[src/rtl/tsm_pkg.sv]
// Package for the two-stack machine executor: sizes, opcodes, error codes
// and the request/result payload types. No dependencies.
package tsm_pkg;

  localparam int STACK_DEPTH = 256;
  localparam int RET_DEPTH   = 64;
  localparam int DATA_WORDS  = 1024;
  localparam int CODE_WORDS  = 4096;

  localparam int DSP_W = $clog2(STACK_DEPTH);
  localparam int DTOP_W = DSP_W + 1;
  localparam int RSP_W = $clog2(RET_DEPTH);
  localparam int RTOP_W = RSP_W + 1;
  localparam int DA_W = (DATA_WORDS > 1) ? $clog2(DATA_WORDS) : 1;
  localparam int PC_W = 12;

  localparam logic [31:0] CHAR_NEWLINE = 32'd10;
  localparam logic [31:0] CHAR_SPACE   = 32'd32;

  typedef enum logic [7:0] {
    OP_ADD = 8'd0, OP_SUB = 8'd1, OP_MUL = 8'd2, OP_DIV = 8'd3,
    OP_PUSH = 8'd4, OP_POP = 8'd5, OP_NL = 8'd6, OP_ZERO = 8'd7,
    OP_SPACE = 8'd8, OP_LOAD = 8'd9, OP_WRITE = 8'd10, OP_INI = 8'd11,
    OP_INC = 8'd12, OP_OUTI = 8'd13, OP_OUTC = 8'd14, OP_JMP = 8'd15,
    OP_JZ = 8'd16, OP_JN = 8'd17, OP_CALL = 8'd18, OP_RET = 8'd19,
    OP_HALT = 8'd20
  } op_t;

  typedef enum logic [2:0] {
    ERR_NONE = 3'd0, ERR_DSTK = 3'd1, ERR_RSTK = 3'd2, ERR_DADDR = 3'd3,
    ERR_CADDR = 3'd4, ERR_OP = 3'd5, ERR_DIV0 = 3'd6
  } err_t;

  typedef struct packed {
    logic [7:0]         op;
    logic signed [31:0] arg;
    logic signed [31:0] in_value;
  } req_t;

  typedef struct packed {
    logic [11:0]        next_addr;
    logic               out_valid;
    logic signed [31:0] out_value;
    logic               out_is_char;
    logic               halted;
    logic [2:0]         error;
  } res_t;

  // Controller to datapath commands.
  typedef struct packed {
    logic load_req;   // capture request, launch stack reads
    logic exec;       // evaluate instruction, start divider if needed
    logic commit;     // write back state and build result
  } cmd_t;

  // Datapath to controller status.
  typedef struct packed {
    logic div_busy;
    logic clearing;   // data segment clearing pass after reset
  } sts_t;

endpackage

[src/rtl/tsm_ctrl.sv]
// Controller of the stack machine: request handshake and instruction sequencing.
// Depends on tsm_pkg.
module tsm_ctrl (
  input  logic          clk,
  input  logic          rst_n,
  input  logic          in_valid,
  output logic          in_stall,
  output logic          out_valid,
  input  logic          out_stall,
  input  tsm_pkg::sts_t sts,
  output tsm_pkg::cmd_t cmd
);
  typedef enum logic [2:0] {S_IDLE, S_EXEC, S_DIV, S_COMMIT} state_t;
  state_t state_r;
  logic   ov_r;
  logic   take;

  assign take = in_valid && !in_stall;
  assign in_stall = sts.clearing || (state_r != S_IDLE) || (ov_r && out_stall);
  assign out_valid = ov_r;
  assign cmd.load_req = take;
  assign cmd.exec = state_r == S_EXEC;
  assign cmd.commit = state_r == S_COMMIT;

  // Sequencer and result-valid register.
  always_ff @(posedge clk) begin
    if (!rst_n) begin
      state_r <= S_IDLE;
      ov_r <= 1'b0;
    end else begin
      if (ov_r && !out_stall) ov_r <= 1'b0;
      case (state_r)
        S_IDLE: if (take) state_r <= S_EXEC;
        S_EXEC: state_r <= S_DIV;
        S_DIV: if (!sts.div_busy) state_r <= S_COMMIT;
        S_COMMIT: begin
          state_r <= S_IDLE;
          ov_r <= 1'b1;
        end
        default: state_r <= S_IDLE;
      endcase
    end
  end
endmodule

[config.mk]
export PLATFORM = sky130hd
export DESIGN_NAME = tsm_ctrl
export DESIGN_NICKNAME = d
export VERILOG_FILES = /design/src/rtl/tsm_pkg.sv /design/src/rtl/tsm_ctrl.sv
export SDC_FILE = /design/constraint.sdc
export NUM_CORES = 1
export LEC_CHECK = 0
export ABC_AREA = 1
export BUFFER_PORTS_ARGS = -buffer_cell sky130_fd_sc_hd__buf_2
export CORE_AREA = 2 2 39 41
export CTS_CLUSTER_SIZE = 30
export DETAILED_ROUTE_END_ITERATION = 10
export DIE_AREA = 0 0 41 43
export PLACE_DENSITY = 0.39
export SETUP_SLACK_MARGIN = 0.05
export SLEW_MARGIN = 25
export SYNTH_ARGS = -nofsm -noshare
export SYNTH_HDL_FRONTEND = slang
export SYNTH_SLANG_ARGS = --single-unit
[constraint.sdc]
create_clock -name clk -period 1.2 [get_ports clk]
set_clock_uncertainty 0.1 [all_clocks]
set_input_delay 0.24 -clock clk [delete_from_list [all_inputs] [get_ports clk]]
set_output_delay 0.24 -clock clk [all_outputs]
set_load 0.01 [all_outputs]
==> flow_summary_export.csv <==
group,metric,value,unit
pwr,power.internal,0.660,mW
sta,fmax,713,MHz
cts,cts_root_buffer,"clkbuf_4",
sta,fin_crit_sh,117,%
drt,viasPerCell,3.75,
pwr,power-per-cell-area,2420,nW/um2
worst_setup_path,path_class,"flip-flop to output pin",
synth,synth_top_area_cell,"dfxtp_1",
sta,tightest_slew,130,ps
worst_hold_path,hp-class,"input pin to flip-flop",
sta,setup_viol,6,
cells_and_area,ff_latch_area,62.6,um2
grt,grt_pass1_vias,216,
sta,finalHoldViolCount,0,
drt,wl_per_cell,9.62,um
drt,first_pass_iters,1,
pwr,clockPowerShare,16.2,%
grt,met3_usage,5.76,%
sta,fin_crit,1400,ps
pwr,total_leakage_power,0.223,nW
worst_setup_path,worstPathRequired,860,ps
sta,drv_slew,0,
synth,synth-edff-count,0,
die,fp.dieArea,1760,um2
worst_setup_path,crit_buf_inv,3,
worst_setup_path,path_cells,"inv_2 -> ha_4 -> nand4_1 -> inv_1 -> buf_2",
die,ios,11,
cts,holdBufCountCts,0,
synth,synthesis.nets,37,
grt,grt_pass1_wl,807,um
synth,synthFlopType,"dfxtp_1",
pwr,sw_frac_of_total,38.8,%
worst_setup_path,endpoint_kind,"output pin",
worst_setup_path,critPathMaxStageDelay,320,ps
sta,worst_slack,-202,ps
grt,grt_use_total,7.90,%
worst_setup_path,critPathLaunchType,"flip-flop",
synth,avgSynthCellArea,7.60,um2
pwr,power_frac_comb,68.7,%
synth,yosysMostFrequentCell,"inv_1",
status,violations,"setup timing",
cells_and_area,fill_cells,147,
worst_setup_path,path_delay_family,"flip-flops",
drt,drt_iter0_drc,0,
synth,netlist_area,205,um2
worst_setup_path,slowest_stage,"dfxtp_2",
run,drv_cap,0,
cells_and_area,antennaDiodeCount,0,
drt,num_vias,244,
synth,synth_top_cells_by_count,"inv_1, nand2_1, ha_1",
placed_design,gp_congestion,0.680,
die,die_w,41,um
synth,synthCells,27,
cts,cts_made_buffers,3,
die,initial_core_util,14.8,%
cts,htree_num_levels,1,
die,core_area,1380,um2
synth,synth_top_cell_area_share,29.3,%
pwr,p_seq_share,15.0,%
worst_setup_path,r2r_slack,-70,ps
cells_and_area,drive_above_1_share,71.4,%
cts,clock_latency,230,ps
grt,grt.overflow.total,0,
cells_and_area,area_delta_synth_final,117,%
cells_and_area,fin_nets,60,
synth,ys_async_sr_fraction,0,%
grt,antenna_found_initial,0,
synth,synth_area_leaders,"dfxtp_1, ha_1, inv_1",
drt,drc,0,
synth,ys_warn_count,0,
grt,top_usage_layer,"met2",
cts,clockBufferDepth,2,
grt,grt_max_degree,4,
die,fp.dieH,43,um
sta,whs,158,ps
cts,cts_tree,"built",
worst_setup_path,path_max_fanout,3,
sta,relSlewSlack,91.2,%
status,status,"finished, violations left",
die,rows,14,
drt,drtAntennaViolNets,0,
cells_and_area,multi_input_area,179,um2
synth,seq_area_frac_synth,29.3,%
drt,finalWirelength,625,um
synth,synth-seq-cells,3,
sta,rsz0062_at_grt,"yes",
placed_design,post-dp-hpwl,388,um
worst_setup_path,crit_arrival,1060,ps
placed_design,port_buffers,10,
pwr,ir_worst_vdd,532,uV
cts,clk_pin_slew_worst_paths,30,ps
cts,cts.sinks,3,
placed_design,post-place-ws,21.4,ps
grt,met2_usage,10.6,%
pwr,p_switching,0.418,mW
grt,grtUsageMet1,6.98,%
synth,ys_types,12,
layer usage:
metal	part of all wire, %	vias up
met4	0	0
met2	56	7
li1	-	129
met3	7.5	0
met5	0	-
met1	36	108
cells in the final DEF, fill, tap and decap left out, types with 2 or more instances in the layout:
master	n
nand2_4	2
buf_6	4
nand2_1	2
inv_2	2
dfxtp_2	2
clkbuf_4	3
ha_4	3
inv_1	4
buf_2	9
buf_4	6
power groups by stage:
stage	clock, mW	combinational (mW)	sequential (mW)
global route	0.203	0.809	0.166
finish	0.175	0.741	0.162
floorplan	0	0.269	0.169
global placement	0	0.420	0.168
detailed placement	0	0.425	0.167
CTS	0.187	0.569	0.163
repair_timing:
item | CTS | global route
hold endpoints to repair | 0 | 0
endpoints found under the setup margin | 5 | 6
buffers inserted | 4 | 2
resized for setup | 8 | 8
pin swaps | 3 | 6
cells by family (layout without fill, tap and decap cells):
family | count (synthesis) | in the layout | share of synthesized area, %
flip-flops | 3 | 3 | 29.3
adder cells (fa/ha/maj) | 4 | 4 | 24.4
buffers and inverters | 7 | 29 | 14.6
AND/OR/NAND/NOR | 9 | 9 | 18.9
AO/OA/AOI/OAI | 4 | 4 | 12.8
through the flow:
stage	setup TNS, ps	instances	area, um2	power [mW]	utilization (%)
floorplan	0	27	220	0.439	-
global placement	0	55	305	0.588	22.1
detailed placement	0	55	305	0.591	22.1
CTS	-598	63	392	0.919	28.3
global route	-992	65	445	1.18	32.2
finish	-713	65	445	1.08	32.2
layout make-up:
class | instances | area share [%]
clock buffers | 4 | 5.90
repair buffers | 19 | 30.3
well taps | 16 | 4.49
inverters | 6 | 5.06
multi-input cells | 17 | 40.2
flip-flops and latches | 3 | 14.0
state kept, by name, indices dropped and copies added (netlist names):
register / cells
out_valid: 1
state_r: 2
tightest hold or removal path, delay by kind of cell:
family	cells	cell delay (ps)
compound gates	2	90
buf+inv	1	120
final timing paths:
path | start | end | cells past startpoint
worst max register to register | state_r[1] | state_r[1] | 8
worst max-delay path | state_r[1] | cmd[2] | 5
worst min-delay path | rst_n | state_r[0] | 3
worst min register to register | out_valid | out_valid | 2
No activity file was read; power rests on OpenSTA's default activity.
